`src/hw/rtl/sfla_pkg.sv`:
```
// Shared types, constants and helpers for the segregated free-list allocator.
// No dependencies; used by sfla_ram users and the top level.
package sfla_pkg;

   localparam int HEAP_CAPACITY   = 1024;
   localparam int BLOCKS_PER_SLAB = 8;
   localparam int HEADER_BYTES    = 16;
   localparam int NUM_CLASSES     = 4;
   localparam int MIN_CLASS_BYTES = 8;
   localparam int MAX_REQUEST     = 64;

   localparam int KIND_W   = 1;
   localparam int SIZE_W   = 10;
   localparam int ADDR_W   = 10;
   localparam int STATUS_W = 2;
   localparam int LIMIT_W  = 11;

   // Block pointer: a heap offset, with HEAP_CAPACITY itself as the null pointer.
   localparam int PTR_W      = $clog2(HEAP_CAPACITY + 1);
   localparam int CLS_W      = $clog2(NUM_CLASSES);
   localparam int LINK_DEPTH = HEAP_CAPACITY / MIN_CLASS_BYTES;
   localparam int LINK_IDX_W = $clog2(LINK_DEPTH);
   localparam int LINK_LSB   = $clog2(MIN_CLASS_BYTES);
   localparam int LINK_W     = CLS_W + PTR_W;

   localparam int SLAB_MAX = (MAX_REQUEST + HEADER_BYTES) * BLOCKS_PER_SLAB;
   localparam int SLAB_W   = $clog2(SLAB_MAX + 1);
   localparam int SUM_W    = ((SLAB_W > PTR_W) ? SLAB_W : PTR_W) + 1;
   localparam int CNT_W    = (BLOCKS_PER_SLAB > 1) ? $clog2(BLOCKS_PER_SLAB) : 1;

   localparam logic [PTR_W-1:0] NIL_PTR = PTR_W'(HEAP_CAPACITY);

   localparam logic [KIND_W-1:0] KIND_ALLOC = 1'b0;
   localparam logic [KIND_W-1:0] KIND_FREE  = 1'b1;

   localparam logic [STATUS_W-1:0] ST_OK           = 2'd0;
   localparam logic [STATUS_W-1:0] ST_NO_MEM       = 2'd1;
   localparam logic [STATUS_W-1:0] ST_TOO_LARGE    = 2'd2;
   localparam logic [STATUS_W-1:0] ST_FREE_IGNORED = 2'd3;

   typedef struct packed {
      logic [KIND_W-1:0] kind;
      logic [SIZE_W-1:0] request_size;
      logic [ADDR_W-1:0] block_address;
   } req_word_type;

   typedef struct packed {
      logic [ADDR_W-1:0]   address;
      logic [STATUS_W-1:0] status;
   } rsp_word_type;

   // Size class of a request: 8, 16, 32 or 64 bytes.
   function automatic logic [CLS_W-1:0] class_of(input logic [SIZE_W-1:0] size);
      logic [CLS_W-1:0] c;
      c = CLS_W'(size > SIZE_W'(8)) + CLS_W'(size > SIZE_W'(16))
          + CLS_W'(size > SIZE_W'(32));
      return c;
   endfunction

   // Header plus user bytes of one block of a class.
   function automatic logic [PTR_W-1:0] block_bytes(input logic [CLS_W-1:0] cls);
      logic [PTR_W-1:0] b;
      b = PTR_W'(MIN_CLASS_BYTES) << cls;
      return b + PTR_W'(HEADER_BYTES);
   endfunction

   function automatic logic [SLAB_W-1:0] slab_bytes(input logic [CLS_W-1:0] cls);
      logic [SLAB_W-1:0] s;
      s = SLAB_W'(block_bytes(cls)) * SLAB_W'(BLOCKS_PER_SLAB);
      return s;
   endfunction

endpackage

```
`src/hw/rtl/sfla_ram.sv`:
```
// Generic single-write, single-read synchronous RAM with registered read data.
// No dependencies. Read data holds while rd_en is low; a same-address read returns old data.
module sfla_ram #(
   parameter int WIDTH = 8,
   parameter int DEPTH = 16
) (
   input  logic                     clock,
   input  logic                     wr_en,
   input  logic [$clog2(DEPTH)-1:0] wr_addr,
   input  logic [WIDTH-1:0]         wr_data,
   input  logic                     rd_en,
   input  logic [$clog2(DEPTH)-1:0] rd_addr,
   output logic [WIDTH-1:0]         rd_data
);

   logic [WIDTH-1:0] mem_ff [DEPTH];
   logic [WIDTH-1:0] rd_data_ff;

   always_ff @(posedge clock) begin
      if (wr_en) begin
         mem_ff[wr_addr] <= wr_data;
      end
      if (rd_en) begin
         rd_data_ff <= mem_ff[rd_addr];
      end
   end

   assign rd_data = rd_data_ff;

endmodule

```
`src/hw/rtl/segregated_free_list_allocator_top.sv`:
```
// Segregated free-list allocator: four size-class LIFO lists over a link memory.
// Depends on sfla_pkg and sfla_ram.
//
//   channel  | ports                          | direction | word
//   ---------+--------------------------------+-----------+----------------------
//   request  | req_valid req_ready req_word   | in        | kind, size, address
//   response | rsp_valid rsp_ready rsp_word   | out       | address, status
//   config   | psel penable pwrite paddr ...  | in/out    | heap_limit at 0x0
//
// An allocate hit or a free is accepted in S_IDLE (link read issued) and finished in
// S_EXEC, which uses the read data and writes back. An allocate that finds its list
// empty carves a slab in S_CARVE if the heap limit allows, one link-memory write per block.
// Rejected requests also finish in S_EXEC. One item is in flight at a time.
// Reset (synchronous) empties all lists and the heap; link memory is not cleared.
// A full response register stalls the finishing cycle until rsp_ready.
module segregated_free_list_allocator_top
   import sfla_pkg::*;
(
   input  logic               clock,
   input  logic               reset,

   input  logic               req_valid,
   output logic               req_ready,
   input  req_word_type       req_word,

   output logic               rsp_valid,
   input  logic               rsp_ready,
   output rsp_word_type       rsp_word,

   input  logic               psel,
   input  logic               penable,
   input  logic               pwrite,
   input  logic [2:0]         paddr,
   input  logic [31:0]        pwdata,
   output logic [31:0]        prdata,
   output logic               pready
);

   localparam logic [1:0] S_IDLE  = 2'd0;
   localparam logic [1:0] S_EXEC  = 2'd1;
   localparam logic [1:0] S_CARVE = 2'd2;

   logic [1:0]         state_ff, state_in;
   req_word_type       item_ff, item_in;
   logic [CLS_W-1:0]   cls_ff, cls_in;
   logic [PTR_W-1:0]   head_ff, head_in;
   logic [PTR_W-1:0]   carve_ptr_ff, carve_ptr_in;
   logic [CNT_W-1:0]   carve_cnt_ff, carve_cnt_in;
   logic [PTR_W-1:0]   heap_used_ff, heap_used_in;
   logic [LIMIT_W-1:0] heap_limit_ff;
   logic [PTR_W-1:0]   bin_head_ff [NUM_CLASSES];
   logic               rsp_valid_ff, rsp_valid_in;
   rsp_word_type       rsp_word_ff, rsp_word_in;

   logic               req_accept;
   logic               out_free;
   logic [CLS_W-1:0]   req_class;
   logic [ADDR_W-1:0]  req_free_start;
   logic [CLS_W-1:0]   head_rd_sel;
   logic [PTR_W-1:0]   head_rd;
   logic               head_wr_en;
   logic [CLS_W-1:0]   head_wr_sel;
   logic [PTR_W-1:0]   head_wr_val;

   logic               ram_wr_en;
   logic [LINK_IDX_W-1:0] ram_wr_addr;
   logic [LINK_W-1:0]  ram_wr_data;
   logic [LINK_IDX_W-1:0] ram_rd_addr;
   logic [LINK_W-1:0]  ram_rd_data;
   logic [CLS_W-1:0]   link_rd_cls;
   logic [PTR_W-1:0]   link_rd_next;

   logic               too_large;
   logic               free_ignored;
   logic [ADDR_W-1:0]  free_start;
   logic [PTR_W-1:0]   limit_eff;
   logic [SUM_W-1:0]   slab_sum;
   logic [PTR_W-1:0]   blk;
   logic [PTR_W:0]     carve_next;
   logic [PTR_W:0]     first_next;
   logic               carve_last;
   logic               csr_write;

   // ---------------- handshake and decode ----------------
   assign req_accept = req_valid && req_ready;
   assign req_ready  = (state_ff == S_IDLE);
   assign out_free   = !rsp_valid_ff || rsp_ready;
   assign rsp_valid  = rsp_valid_ff;
   assign rsp_word   = rsp_word_ff;

   assign req_class      = class_of(req_word.request_size);
   assign req_free_start = req_word.block_address - ADDR_W'(HEADER_BYTES);

   assign link_rd_cls  = ram_rd_data[LINK_W-1 -: CLS_W];
   assign link_rd_next = ram_rd_data[PTR_W-1:0];

   // single read port on the list heads: request class at accept, freed class after
   assign head_rd_sel = (state_ff == S_EXEC) ? link_rd_cls : req_class;
   assign head_rd     = bin_head_ff[head_rd_sel];

   assign too_large    = item_ff.request_size > SIZE_W'(MAX_REQUEST);
   assign free_ignored = item_ff.block_address < ADDR_W'(HEADER_BYTES);
   assign free_start   = item_ff.block_address - ADDR_W'(HEADER_BYTES);

   assign limit_eff  = (heap_limit_ff > LIMIT_W'(HEAP_CAPACITY)) ?
                       PTR_W'(HEAP_CAPACITY) : PTR_W'(heap_limit_ff);
   assign slab_sum   = SUM_W'(heap_used_ff) + SUM_W'(slab_bytes(cls_ff));
   assign blk        = block_bytes(cls_ff);
   assign carve_next = {1'b0, carve_ptr_ff} + {1'b0, blk};
   assign first_next = {1'b0, heap_used_ff} + {1'b0, blk};
   assign carve_last = (carve_cnt_ff == CNT_W'(BLOCKS_PER_SLAB - 1));

   assign ram_rd_addr = (req_word.kind == KIND_FREE) ?
                        req_free_start[LINK_LSB +: LINK_IDX_W] :
                        head_rd[LINK_LSB +: LINK_IDX_W];

   // ---------------- sequencer ----------------
   always_comb begin
      state_in     = state_ff;
      item_in      = item_ff;
      cls_in       = cls_ff;
      head_in      = head_ff;
      carve_ptr_in = carve_ptr_ff;
      carve_cnt_in = carve_cnt_ff;
      heap_used_in = heap_used_ff;
      rsp_valid_in = rsp_valid_ff && !rsp_ready;
      rsp_word_in  = rsp_word_ff;
      head_wr_en   = 1'b0;
      head_wr_sel  = cls_ff;
      head_wr_val  = head_ff;
      ram_wr_en    = 1'b0;
      ram_wr_addr  = carve_ptr_ff[LINK_LSB +: LINK_IDX_W];
      ram_wr_data  = {cls_ff, carve_next[PTR_W-1:0]};

      case (state_ff)
         S_IDLE: begin
            if (req_accept) begin
               item_in  = req_word;
               cls_in   = req_class;
               head_in  = head_rd;
               state_in = S_EXEC;
            end
         end

         S_EXEC: begin
            if (item_ff.kind == KIND_ALLOC) begin
               if (too_large) begin
                  if (out_free) begin
                     rsp_valid_in = 1'b1;
                     rsp_word_in  = '{address: '0, status: ST_TOO_LARGE};
                     state_in     = S_IDLE;
                  end
               end else if (head_ff == NIL_PTR) begin
                  if (slab_sum > SUM_W'(limit_eff)) begin
                     if (out_free) begin
                        rsp_valid_in = 1'b1;
                        rsp_word_in  = '{address: '0, status: ST_NO_MEM};
                        state_in     = S_IDLE;
                     end
                  end else begin
                     carve_ptr_in = heap_used_ff;
                     carve_cnt_in = '0;
                     state_in     = S_CARVE;
                  end
               end else if (out_free) begin
                  // pop: head moves to the link read at accept
                  head_wr_en   = 1'b1;
                  head_wr_val  = link_rd_next;
                  rsp_valid_in = 1'b1;
                  rsp_word_in  = '{address: ADDR_W'(head_ff + PTR_W'(HEADER_BYTES)),
                                   status: ST_OK};
                  state_in     = S_IDLE;
               end
            end else begin
               if (free_ignored) begin
                  if (out_free) begin
                     rsp_valid_in = 1'b1;
                     rsp_word_in  = '{address: '0, status: ST_FREE_IGNORED};
                     state_in     = S_IDLE;
                  end
               end else if (out_free) begin
                  // push: keep the recorded class, link to the old head of that class
                  ram_wr_en    = 1'b1;
                  ram_wr_addr  = free_start[LINK_LSB +: LINK_IDX_W];
                  ram_wr_data  = {link_rd_cls, head_rd};
                  head_wr_en   = 1'b1;
                  head_wr_sel  = link_rd_cls;
                  head_wr_val  = PTR_W'(free_start);
                  rsp_valid_in = 1'b1;
                  rsp_word_in  = '{address: '0, status: ST_OK};
                  state_in     = S_IDLE;
               end
            end
         end

         S_CARVE: begin
            ram_wr_en   = 1'b1;
            ram_wr_data = {cls_ff, carve_last ? NIL_PTR : carve_next[PTR_W-1:0]};
            if (!carve_last) begin
               carve_ptr_in = carve_next[PTR_W-1:0];
               carve_cnt_in = CNT_W'(carve_cnt_ff + 1'b1);
            end else if (out_free) begin
               // first block of the slab is handed out directly
               heap_used_in = slab_sum[PTR_W-1:0];
               head_wr_en   = 1'b1;
               head_wr_val  = (BLOCKS_PER_SLAB > 1) ? first_next[PTR_W-1:0] : NIL_PTR;
               rsp_valid_in = 1'b1;
               rsp_word_in  = '{address: ADDR_W'(heap_used_ff + PTR_W'(HEADER_BYTES)),
                                status: ST_OK};
               state_in     = S_IDLE;
            end
         end

         default: begin
            state_in = S_IDLE;
         end
      endcase
   end

   always_ff @(posedge clock) begin
      if (reset) begin
         state_ff      <= S_IDLE;
         rsp_valid_ff  <= 1'b0;
         heap_used_ff  <= '0;
         heap_limit_ff <= LIMIT_W'(1024);
         for (int i = 0; i < NUM_CLASSES; i++) begin
            bin_head_ff[i] <= NIL_PTR;
         end
      end else begin
         state_ff     <= state_in;
         rsp_valid_ff <= rsp_valid_in;
         heap_used_ff <= heap_used_in;
         if (csr_write) begin
            heap_limit_ff <= pwdata[LIMIT_W-1:0];
         end
         if (head_wr_en) begin
            bin_head_ff[head_wr_sel] <= head_wr_val;
         end
      end
   end

   always_ff @(posedge clock) begin
      item_ff      <= item_in;
      cls_ff       <= cls_in;
      head_ff      <= head_in;
      carve_ptr_ff <= carve_ptr_in;
      carve_cnt_ff <= carve_cnt_in;
      rsp_word_ff  <= rsp_word_in;
   end

   // ---------------- link memory: {class, next} per 8-byte slot ----------------
   sfla_ram #(
      .WIDTH (LINK_W),
      .DEPTH (LINK_DEPTH)
   ) u_link_ram (
      .clock   (clock),
      .wr_en   (ram_wr_en),
      .wr_addr (ram_wr_addr),
      .wr_data (ram_wr_data),
      .rd_en   (req_accept),
      .rd_addr (ram_rd_addr),
      .rd_data (ram_rd_data)
   );

   // ---------------- register port ----------------
   assign pready    = 1'b1;
   assign csr_write = psel && penable && pwrite && !paddr[2];
   assign prdata    = paddr[2] ? 32'd0 : 32'(heap_limit_ff);

   // ---------------- checks ----------------
   a_heap_bounded: assert property (@(posedge clock) disable iff (reset)
      heap_used_ff <= PTR_W'(HEAP_CAPACITY))
      else $error("heap usage beyond capacity");

   a_carve_empty: assert property (@(posedge clock) disable iff (reset)
      state_ff == S_CARVE |-> head_ff == NIL_PTR && item_ff.kind == KIND_ALLOC)
      else $error("slab carved for a non-empty list");

   a_accept_exec: assert property (@(posedge clock) disable iff (reset)
      req_accept |=> state_ff == S_EXEC)
      else $error("accepted word not executed next cycle");

   a_idle_quiet: assert property (@(posedge clock) disable iff (reset)
      state_ff == S_IDLE |-> !ram_wr_en && !head_wr_en)
      else $error("state written while idle");

   a_rsp_source: assert property (@(posedge clock) disable iff (reset)
      $rose(rsp_valid_ff) |-> $past(state_ff) == S_EXEC || $past(state_ff) == S_CARVE)
      else $error("response raised outside execution");

endmodule
```
`config.mk`:
```
export PLATFORM = sky130hd
export DESIGN_NAME = segregated_free_list_allocator_top
export DESIGN_NICKNAME = d
export VERILOG_FILES = /design/src/hw/rtl/sfla_pkg.sv /design/src/hw/rtl/sfla_ram.sv /design/src/hw/rtl/segregated_free_list_allocator_top.sv
export SDC_FILE = /design/constraint.sdc
export NUM_CORES = 2
export LEC_CHECK = 0
export ABC_CLOCK_PERIOD_IN_PS = 9000
export BUFFER_PORTS_ARGS = -buffer_cell sky130_fd_sc_hd__buf_2
export CORE_AREA = 2 2 410 412
export CTS_BUF_LIST = sky130_fd_sc_hd__clkbuf_8
export CTS_CLUSTER_DIAMETER = 150
export CTS_CLUSTER_SIZE = 24
export DETAILED_ROUTE_END_ITERATION = 6
export DIE_AREA = 0 0 412 414
export GPL_TIMING_DRIVEN = 0
export PLACE_DENSITY = 0.62
export SETUP_SLACK_MARGIN = 0.2
export SKIP_LAST_GASP = 1
export SLEW_MARGIN = 5
export SYNTH_ARGS = -nofsm -noshare
export SYNTH_HDL_FRONTEND = slang
export SYNTH_HIERARCHICAL = 1
export SYNTH_SLANG_ARGS = --single-unit
export TNS_END_PERCENT = 50
```
`constraint.sdc`:
```
create_clock -name clock -period 9 [get_ports clock]
set_clock_uncertainty 0.05 [all_clocks]
set_input_delay 1.35 -clock clock [delete_from_list [all_inputs] [get_ports clock]]
set_output_delay 1.35 -clock clock [all_outputs]
set_load 0.05 [all_outputs]
```
* Word level (Yosys, flattened, before mapping)
Memories as Yosys holds them, arrays and structs flattened. A register that Yosys moved wholly into a read port is not among the register bits.
Cells that the tools add are included.
Widths: inputs -> output; s select.
** Operators by class
- Add/sub/neg operators :: 11
- Magnitude comparators :: 7
- Equality and inequality tests :: 17
- Shift operators :: 1
- Mux-type cells :: 85
- Reductions and logical operators :: 17
** Operators with widths (count)
- $mux 11 :: 17
- $mux 12 :: 12
- $pmux 11 s2 :: 2
- $mux 13 :: 3
- $mux 7 :: 5
- $mux 2 :: 13
- $pmux 13 s2 :: 1
- $pmux 12 s2 :: 1
- $add 11x11->11 :: 2
- $mux 1 :: 21
- $add 10x5->10 const B :: 2
- $sub 10x5->10 const B :: 2
- $mux 3 :: 5
- $add 11x10->12 :: 1
- $gt 12x11->1 :: 1
- $ne 2x2->1 const B :: 6
- $add 11x5->11 const B :: 1
- $eq 11x11->1 const B :: 1
- $gt 11x11->1 const B :: 1
- $reduce_or 11->1 :: 1
- $shl 4x2->11 const A :: 1
- $gt 10x4->1 const B :: 1
- $gt 10x5->1 const B :: 1
- $gt 10x6->1 const B :: 1
- other kinds (24) :: 36
** Word-level totals
- Register bits :: 85
- Memory bits (writable) :: 1708
- Output and inout bits :: 47
- Memories kept :: 2
** Memory list
- u_link_ram.mem_ff :: words 128, bits a word 13, read ports 1, clocked after Yosys merged registers in 1, wr ports 1, line sfla_ram.sv:16 : logic [WIDTH-1:0] mem_ff [DEPTH];
- bin_head_ff :: words 4, bits a word 11, read ports 1, clocked after Yosys merged registers in 0, wr ports 4, line segregated_free_list_allocator_top.sv:51 : logic [PTR_W-1:0] bin_head_ff [NUM_CLASSES];

* Longest topological paths before layout
- Depth after elaboration :: 12
- Gate-level depth with buffers :: 16
- Mapped depth without buffers :: 16

* Modules after synthesis
Netlist, hierarchy kept.
** Modules (own cells, without submodules)
- sfla_ram :: instances 1, cells an instance 2542, area an instance 64082.7 µm²
- segregated_free_list_allocator_top :: instances 1, cells an instance 676, area an instance 7076.8 µm²

* Least setup slack after synthesis
OpenSTA, ideal clock, no wires.
- Path kind :: input-to-reg
- Start point :: input rsp_ready
- End point :: memory u_link_ram/mem_ff[0][4] (netlist bit) (data pin)
- Arrival time :: 7314 ps
- Required time :: 7753 ps
- Slack :: 440 ps
- Cell stages on the path :: 6
- Path buffers :: 0
- Cells stage by stage :: nor2b_1 -> a21oi_1 -> nand2_1 -> nand2_1 -> and3_1 -> o21ai_0
** Between the ends
- Longest elaborated chain between the ends :: 5
** RTL lines
- start, declared :: line segregated_free_list_allocator_top.sv:27 : input logic rsp_ready,
- $logic_or 1x1->1 :: line segregated_free_list_allocator_top.sv:87 : assign out_free = !rsp_valid_ff || rsp_ready;
- $mux 13 :: line segregated_free_list_allocator_top.sv:181 : end else if (out_free) begin
- $mux 13 :: line segregated_free_list_allocator_top.sv:175 : if (free_ignored) begin
- $mux 13 :: line segregated_free_list_allocator_top.sv:146 : if (item_ff.kind == KIND_ALLOC) begin
- $pmux 13 s2 :: line segregated_free_list_allocator_top.sv:135 : case (state_ff)
- via ram_wr_data[4] :: line segregated_free_list_allocator_top.sv:67 : logic [LINK_W-1:0] ram_wr_data;
- end, declared :: line sfla_ram.sv:16
The timed path passes the listed nets, and every way through them passes these cells.

* Worst setup path after layout
- Start point :: input req_word[16] (netlist bit)
- End point :: register u_link_ram.rd_data_ff[3] (netlist: u_link_ram/rd_data[3]) (read register of u_link_ram.mem_ff) (data pin)
** Between the ends
- Longest elaborated chain between the ends :: 6
** RTL lines
- start, declared :: line segregated_free_list_allocator_top.sv:24 : input req_word_type req_word,
- $gt 10x4->1 / $gt 10x5->1 (equally long branches) :: line sfla_pkg.sv:55 : c = CLS_W'(size > SIZE_W'(8)) + CLS_W'(size > SIZE_W'(16))
- $add 1x1->2 :: line sfla_pkg.sv:55
- $add 2x1->2 * :: line sfla_pkg.sv:56 : + CLS_W'(size > SIZE_W'(32));
- via req_class[0] :: line segregated_free_list_allocator_top.sv:57 : logic [CLS_W-1:0] req_class;
- $mux 2 * :: line segregated_free_list_allocator_top.sv:98 : assign head_rd_sel = (state_ff == S_EXEC) ? link_rd_cls : req_class;
- $mem_v2 4x11 *
- via head_rd[5] :: line segregated_free_list_allocator_top.sv:60 : logic [PTR_W-1:0] head_rd;
- $mux 7 * :: line segregated_free_list_allocator_top.sv:113 : assign ram_rd_addr = (req_word.kind == KIND_FREE) ?
- via ram_rd_addr[2] :: line segregated_free_list_allocator_top.sv:68 : logic [LINK_IDX_W-1:0] ram_rd_addr;
- end, declared :: line sfla_ram.sv:17 : logic [WIDTH-1:0] rd_data_ff;
Mark *: on every way through the listed nets, which the timed path passes. The rest lies on a longest branch.
A chain may end at the register's enable or synchronous reset.

==> results by stage <==
Run status:
- The run finished, with violations left.
- The final reports fail on max-capacitance violations, max-slew violations.

Critical path:
- STA classifies the critical path endpoint as a register.
- The largest individual stage delay along the critical path comes from the cell sky130_fd_sc_hd__clkdlybuf4s15_1.
- Along the worst path, the maximum fanout reaches 10.
- The most critical setup path has its startpoint at req_word[16].
- Data on the critical path is required at its endpoint by 9.59 ns.
- At the worst endpoint, the arrival time is 9.14 ns.
- In this run the critical register-to-register path is launched from state_ff[1].
- The critical setup path kind is in -> reg.
- The most numerous cell on the critical path is sky130_fd_sc_hd__mux4_2.
- Traced cell by cell, the critical path runs through buf_2 > nor4_1 > or4b_2 > fa_1 > mux2i_1 > clkdlybuf4s15_1 > mux4_2 > nand2_1 > o21ai_0 > clkbuf_2 > clkdlybuf4s15_1 > clkbuf_1 > mux4_2 > mux4_2 > mux4_2 > mux2_2.
- The worst setup path is launched from an input pin.
- The delay of the slowest cell on the worst path is 0.94 ns.

Clock network:
- The clock latency on the worst-skew pair is 0.91 ns.
- Post-CTS timing repair inserted 0 buffers for setup.
- For this design, the CTS-stage hold fixing added 0 buffers.
- Counting every sink on the clock net gives 1797.
- The maximum level of the CTS H-tree is 3.
- Counting the buffers created by CTS gives 84.
- The clock passes through at most 3 buffers.
- The cell at the root of the clock tree is sky130_fd_sc_hd__clkbuf_8.
- The TritonCTS clock tree is yes.
- The clock-pin slew of the registers on the worst-case setup and hold paths is 0.14 ns.

Synth:
- The most area-hungry cell type in the Yosys netlist is sky130_fd_sc_hd__edfxtp_1.
- Ranked by total cell area, the synthesized netlist is headed by sky130_fd_sc_hd__edfxtp_1, sky130_fd_sc_hd__mux4_2, sky130_fd_sc_hd__nor2_1.
- The synthesized instance count is 3218.
- In the synthesized netlist the dominant register cell turns out to be sky130_fd_sc_hd__edfxtp_1.
- The count of state elements after synthesis is 1797.
- The post-synth design cell area is 71160 um^2.
- The async set or reset register ratio after synthesis is 0%.
- The number of distinct library cell variants in the gate-level netlist after synthesis is 74.
- The average instance area after synthesis is 22.11 um^2.
- The number of flops mapped to enable cells by yosys is 1778.
- For this run, the number of Yosys warnings is 6.
- Summing the sequential cell areas from Yosys gives 75.56% of the chip area.
- The synthesized design devotes to its leading area cell type 75.03% of total area.

Timing:
- The total setup violations reported at the end of the flow is 0.
- Setup repair after global routing left no endpoint under its margin.
- After layout, the minimum clock period comes to 8.553 ns.
- The worst pin sits at a relative slew slack of -2.673%.
- The setup slack of the critical path after layout is 0.4471 ns.
- The final critical-path share of the clock period is 95.03%.
- The maximum clock frequency is 0.1169 GHz.
- Summed over all failing endpoints, the final setup total negative slack is 0 ns.
- The final hold violation count is 0.
- For the pin with the worst max-slew slack, the measured transition is 1.540 ns.
- The final-report max-slew violation count is 22.

Route:
- Dividing the detail-routed via count by the number of cells gives 5.981.
- After detailed routing, the total wire length is 178400 um.
- The number of nets with antenna violations after detailed routing is 0.
- The violation count after the first detailed-routing iteration is 4577.
- The total iterations of the first detailed-routing run is 6.
- The post-detailed-route wirelength per cell is 31.38 um.
- The DRC violation count after routing is 0.
- Summing over every cut layer, the via total after detailed routing is 34000.

Placed design:
- The minimum setup slack after placement is -1.103 ns.
- Input and output buffers added on the ports amount to 63.
- Detailed placement finished with a half-perimeter wire length of 122900 um.
- The final estimated routing congestion in global placement is 0.9000.
- Once placement finished, the instance area stood at 75670 um^2.
- Once placement completed, the tool counted placed cells totaling 5567.

GRT:
- The met1 routing resource usage after global routing is 30.11%.
- The via count of the first global-routing pass is 33340.
- The initial antenna violation count is 11.
- The wire length of the first global-routing pass is 252000 um.
- The overall fraction of global-route tracks in use is 20.84%.
- Entering global routing, the biggest net connects 85 pins.
- The global-route track usage on met2 is 33.07%.
- For this run, global-route usage on met3 was measured as 3.187%.
- The global routing's busiest layer is met2.
- The final global-route overflow total is 0.

Die:
- In this run the horizontal extent of the chip is 412 um.
- The die area is 170600 um^2.
- In this run the core area contains 150 standard-cell rows.
- Once the floorplan was initialized, standard cells occupied 42.79% of the core.
- The area of the core is 166300 um^2.
- The floorplan die height is 414 um.
- For this design the top-level I/O count stands at 110.

Finish:
- The finished layout holds 5684 standard cells, fillers aside.
- The final standard cell area without fillers is 77100 um^2.
- The net count of the finished layout is 3548.
- Of the cells placed in the final design, the portion with a size suffix greater than 1 is 28.41%.
- From synthesis to final layout, the design area changed by 8.352%.

Run:
- The max-capacitance violation count is 2.

Worst hold path:
- The worst min-delay path category is reg -> reg.
- The startpoint of the tightest hold check path is heap_limit_ff[6].

Pwr:
- Overall power consumption after layout is estimated at 14.55 mW.
- The maximum resistive drop on vdd is 0.1297 mV.
- In this run the power density over the cells is 188.7 nW/um^2.
- The analysis attributes to cell leakage a power of 23.55 nW.
==> cells by family after synthesis <==
group	count (synthesis)	share of synthesized area, %
buffers and inverters	214	1.401
and+or+nand+nor	425	2.732
other	2	0.01055
xor gates and xnor gates	23	0.2831
muxes	584	18.06
adders and majority gates	35	0.6471
AOI/OAI and AO/OA	138	1.305
DFF	1797	75.56
==> synthesized netlist by cell type (5+ instances only) <==
| master | number |
|---|---|
| sky130_fd_sc_hd__edfxtp_1 | 1778 |
| sky130_fd_sc_hd__mux4_2 | 557 |
| sky130_fd_sc_hd__nor2_1 | 193 |
| sky130_fd_sc_hd__clkbuf_1 | 104 |
| sky130_fd_sc_hd__nand2_1 | 99 |
| sky130_fd_sc_hd__a21oi_1 | 49 |
| sky130_fd_sc_hd__buf_4 | 33 |
| sky130_fd_sc_hd__ha_1 | 32 |
| sky130_fd_sc_hd__inv_1 | 27 |
| sky130_fd_sc_hd__buf_2 | 26 |
| sky130_fd_sc_hd__nand3_1 | 25 |
| sky130_fd_sc_hd__nor2b_1 | 22 |
| sky130_fd_sc_hd__o21ai_0 | 22 |
| sky130_fd_sc_hd__dfxtp_1 | 19 |
| sky130_fd_sc_hd__mux2_2 | 19 |
| sky130_fd_sc_hd__buf_1 | 17 |
| sky130_fd_sc_hd__xnor2_1 | 17 |
| sky130_fd_sc_hd__nor3_1 | 16 |
| sky130_fd_sc_hd__and2_1 | 12 |
| sky130_fd_sc_hd__and3_1 | 10 |
| sky130_fd_sc_hd__a211oi_1 | 9 |
| sky130_fd_sc_hd__nand4_1 | 9 |
| sky130_fd_sc_hd__nand2b_1 | 8 |
| sky130_fd_sc_hd__a22o_1 | 7 |
| sky130_fd_sc_hd__a22oi_1 | 6 |
| sky130_fd_sc_hd__mux2i_1 | 6 |
| sky130_fd_sc_hd__xor2_1 | 6 |
| sky130_fd_sc_hd__nor3b_1 | 5 |
| sky130_fd_sc_hd__or3_1 | 5 |
==> sequential cells by signal, indices dropped and copies added, names as in the netlist <==
signal              flops
u_link_ram/mem_ff    1664
bin_head_ff            44
item_ff                21
u_link_ram/rd_data     13
rsp_word               12
head_ff                11
heap_limit_ff          11
carve_ptr_ff            8
heap_used_ff            5
carve_cnt_ff            3
cls_ff                  2
state_ff                2
rsp_valid               1
==> area by class of cell <==
cell class	count	area [um^2]
fill	13810	89180
sequential	1797	53770
multi-input combinational	1228	16820
tap	2204	2758
timing repair buffer	125	1426
clock buffer	84	1156
buffer	186	919.6
clock inverter	23	125.1
inverter	28	105.1
antenna	9	22.52
==> worst max-delay path, delay by kind of cell <==
kind,cells,cell delay [ns]
simple gates,3,1.14
buf+inv,5,3.24
compound gates,1,0.10
fa+ha+maj,1,0.62
mux,6,2.64
==> power by group <==
part           leakage [nW]  internal (mW)  switching, mW
clock network         0.709          0.875           2.39
logic                  6.12          0.753           1.20
registers              16.7           9.31         0.0263
==> placed cells by master, fill, tap and decap left out, types with 19 or more instances in the layout <==
cell type                  count
sky130_fd_sc_hd__conb_1       23
sky130_fd_sc_hd__nor2_1      117
sky130_fd_sc_hd__inv_1        42
sky130_fd_sc_hd__dfxtp_1      19
sky130_fd_sc_hd__clkbuf_8     84
sky130_fd_sc_hd__buf_8        20
sky130_fd_sc_hd__nand3_1      25
sky130_fd_sc_hd__nor2b_1      22
sky130_fd_sc_hd__mux2_2       19
sky130_fd_sc_hd__nand2_1      99
sky130_fd_sc_hd__nor2_2       77
sky130_fd_sc_hd__clkbuf_1     92
sky130_fd_sc_hd__ha_1         32
sky130_fd_sc_hd__buf_4        41
sky130_fd_sc_hd__edfxtp_1   1778
sky130_fd_sc_hd__a21oi_1      49
sky130_fd_sc_hd__buf_2        89
sky130_fd_sc_hd__mux4_2      557
==> routing by layer <==
metal | vias up | share of wire [%]
met4 | 0 | 3.1
li1 | 13810 | -
met2 | 1435 | 48
met3 | 239 | 7.6
met5 | - | 0
met1 | 18520 | 41
==> path summary, 6_finish.rpt <==
| check | end | slack (ns) | cells after the start |
|---|---|---|---|
| worst max-delay path | u_link_ram/rd_data[3] | 0.45 | 16 |
| worst min-delay path | heap_limit_ff[6] | 0.43 | 2 |
| worst max register to register | u_link_ram/rd_data[3] | 1.79 | 15 |
| worst min register to register | heap_limit_ff[6] | 0.43 | 2 |
==> timing repair <==
| item | in CTS | in global routing |
|---|---|---|
| gates cloned | 0 | 0 |
| pin swaps | 0 | 0 |
| resized for setup | 1 | 9 |
| setup endpoints to repair | 13 | 8 |
==> stage by stage <==
stage          hold WS (ns)  utilization, %
4_1_cts              0.4359           46.28
6_report             0.4332           46.37
3_5_place_dp         0.4165           45.51
3_3_place_gp         0.4097           44.69
5_1_grt              0.4580           46.36
2_1_floorplan        0.3944               -
Power figures use the tool's default switching activity.
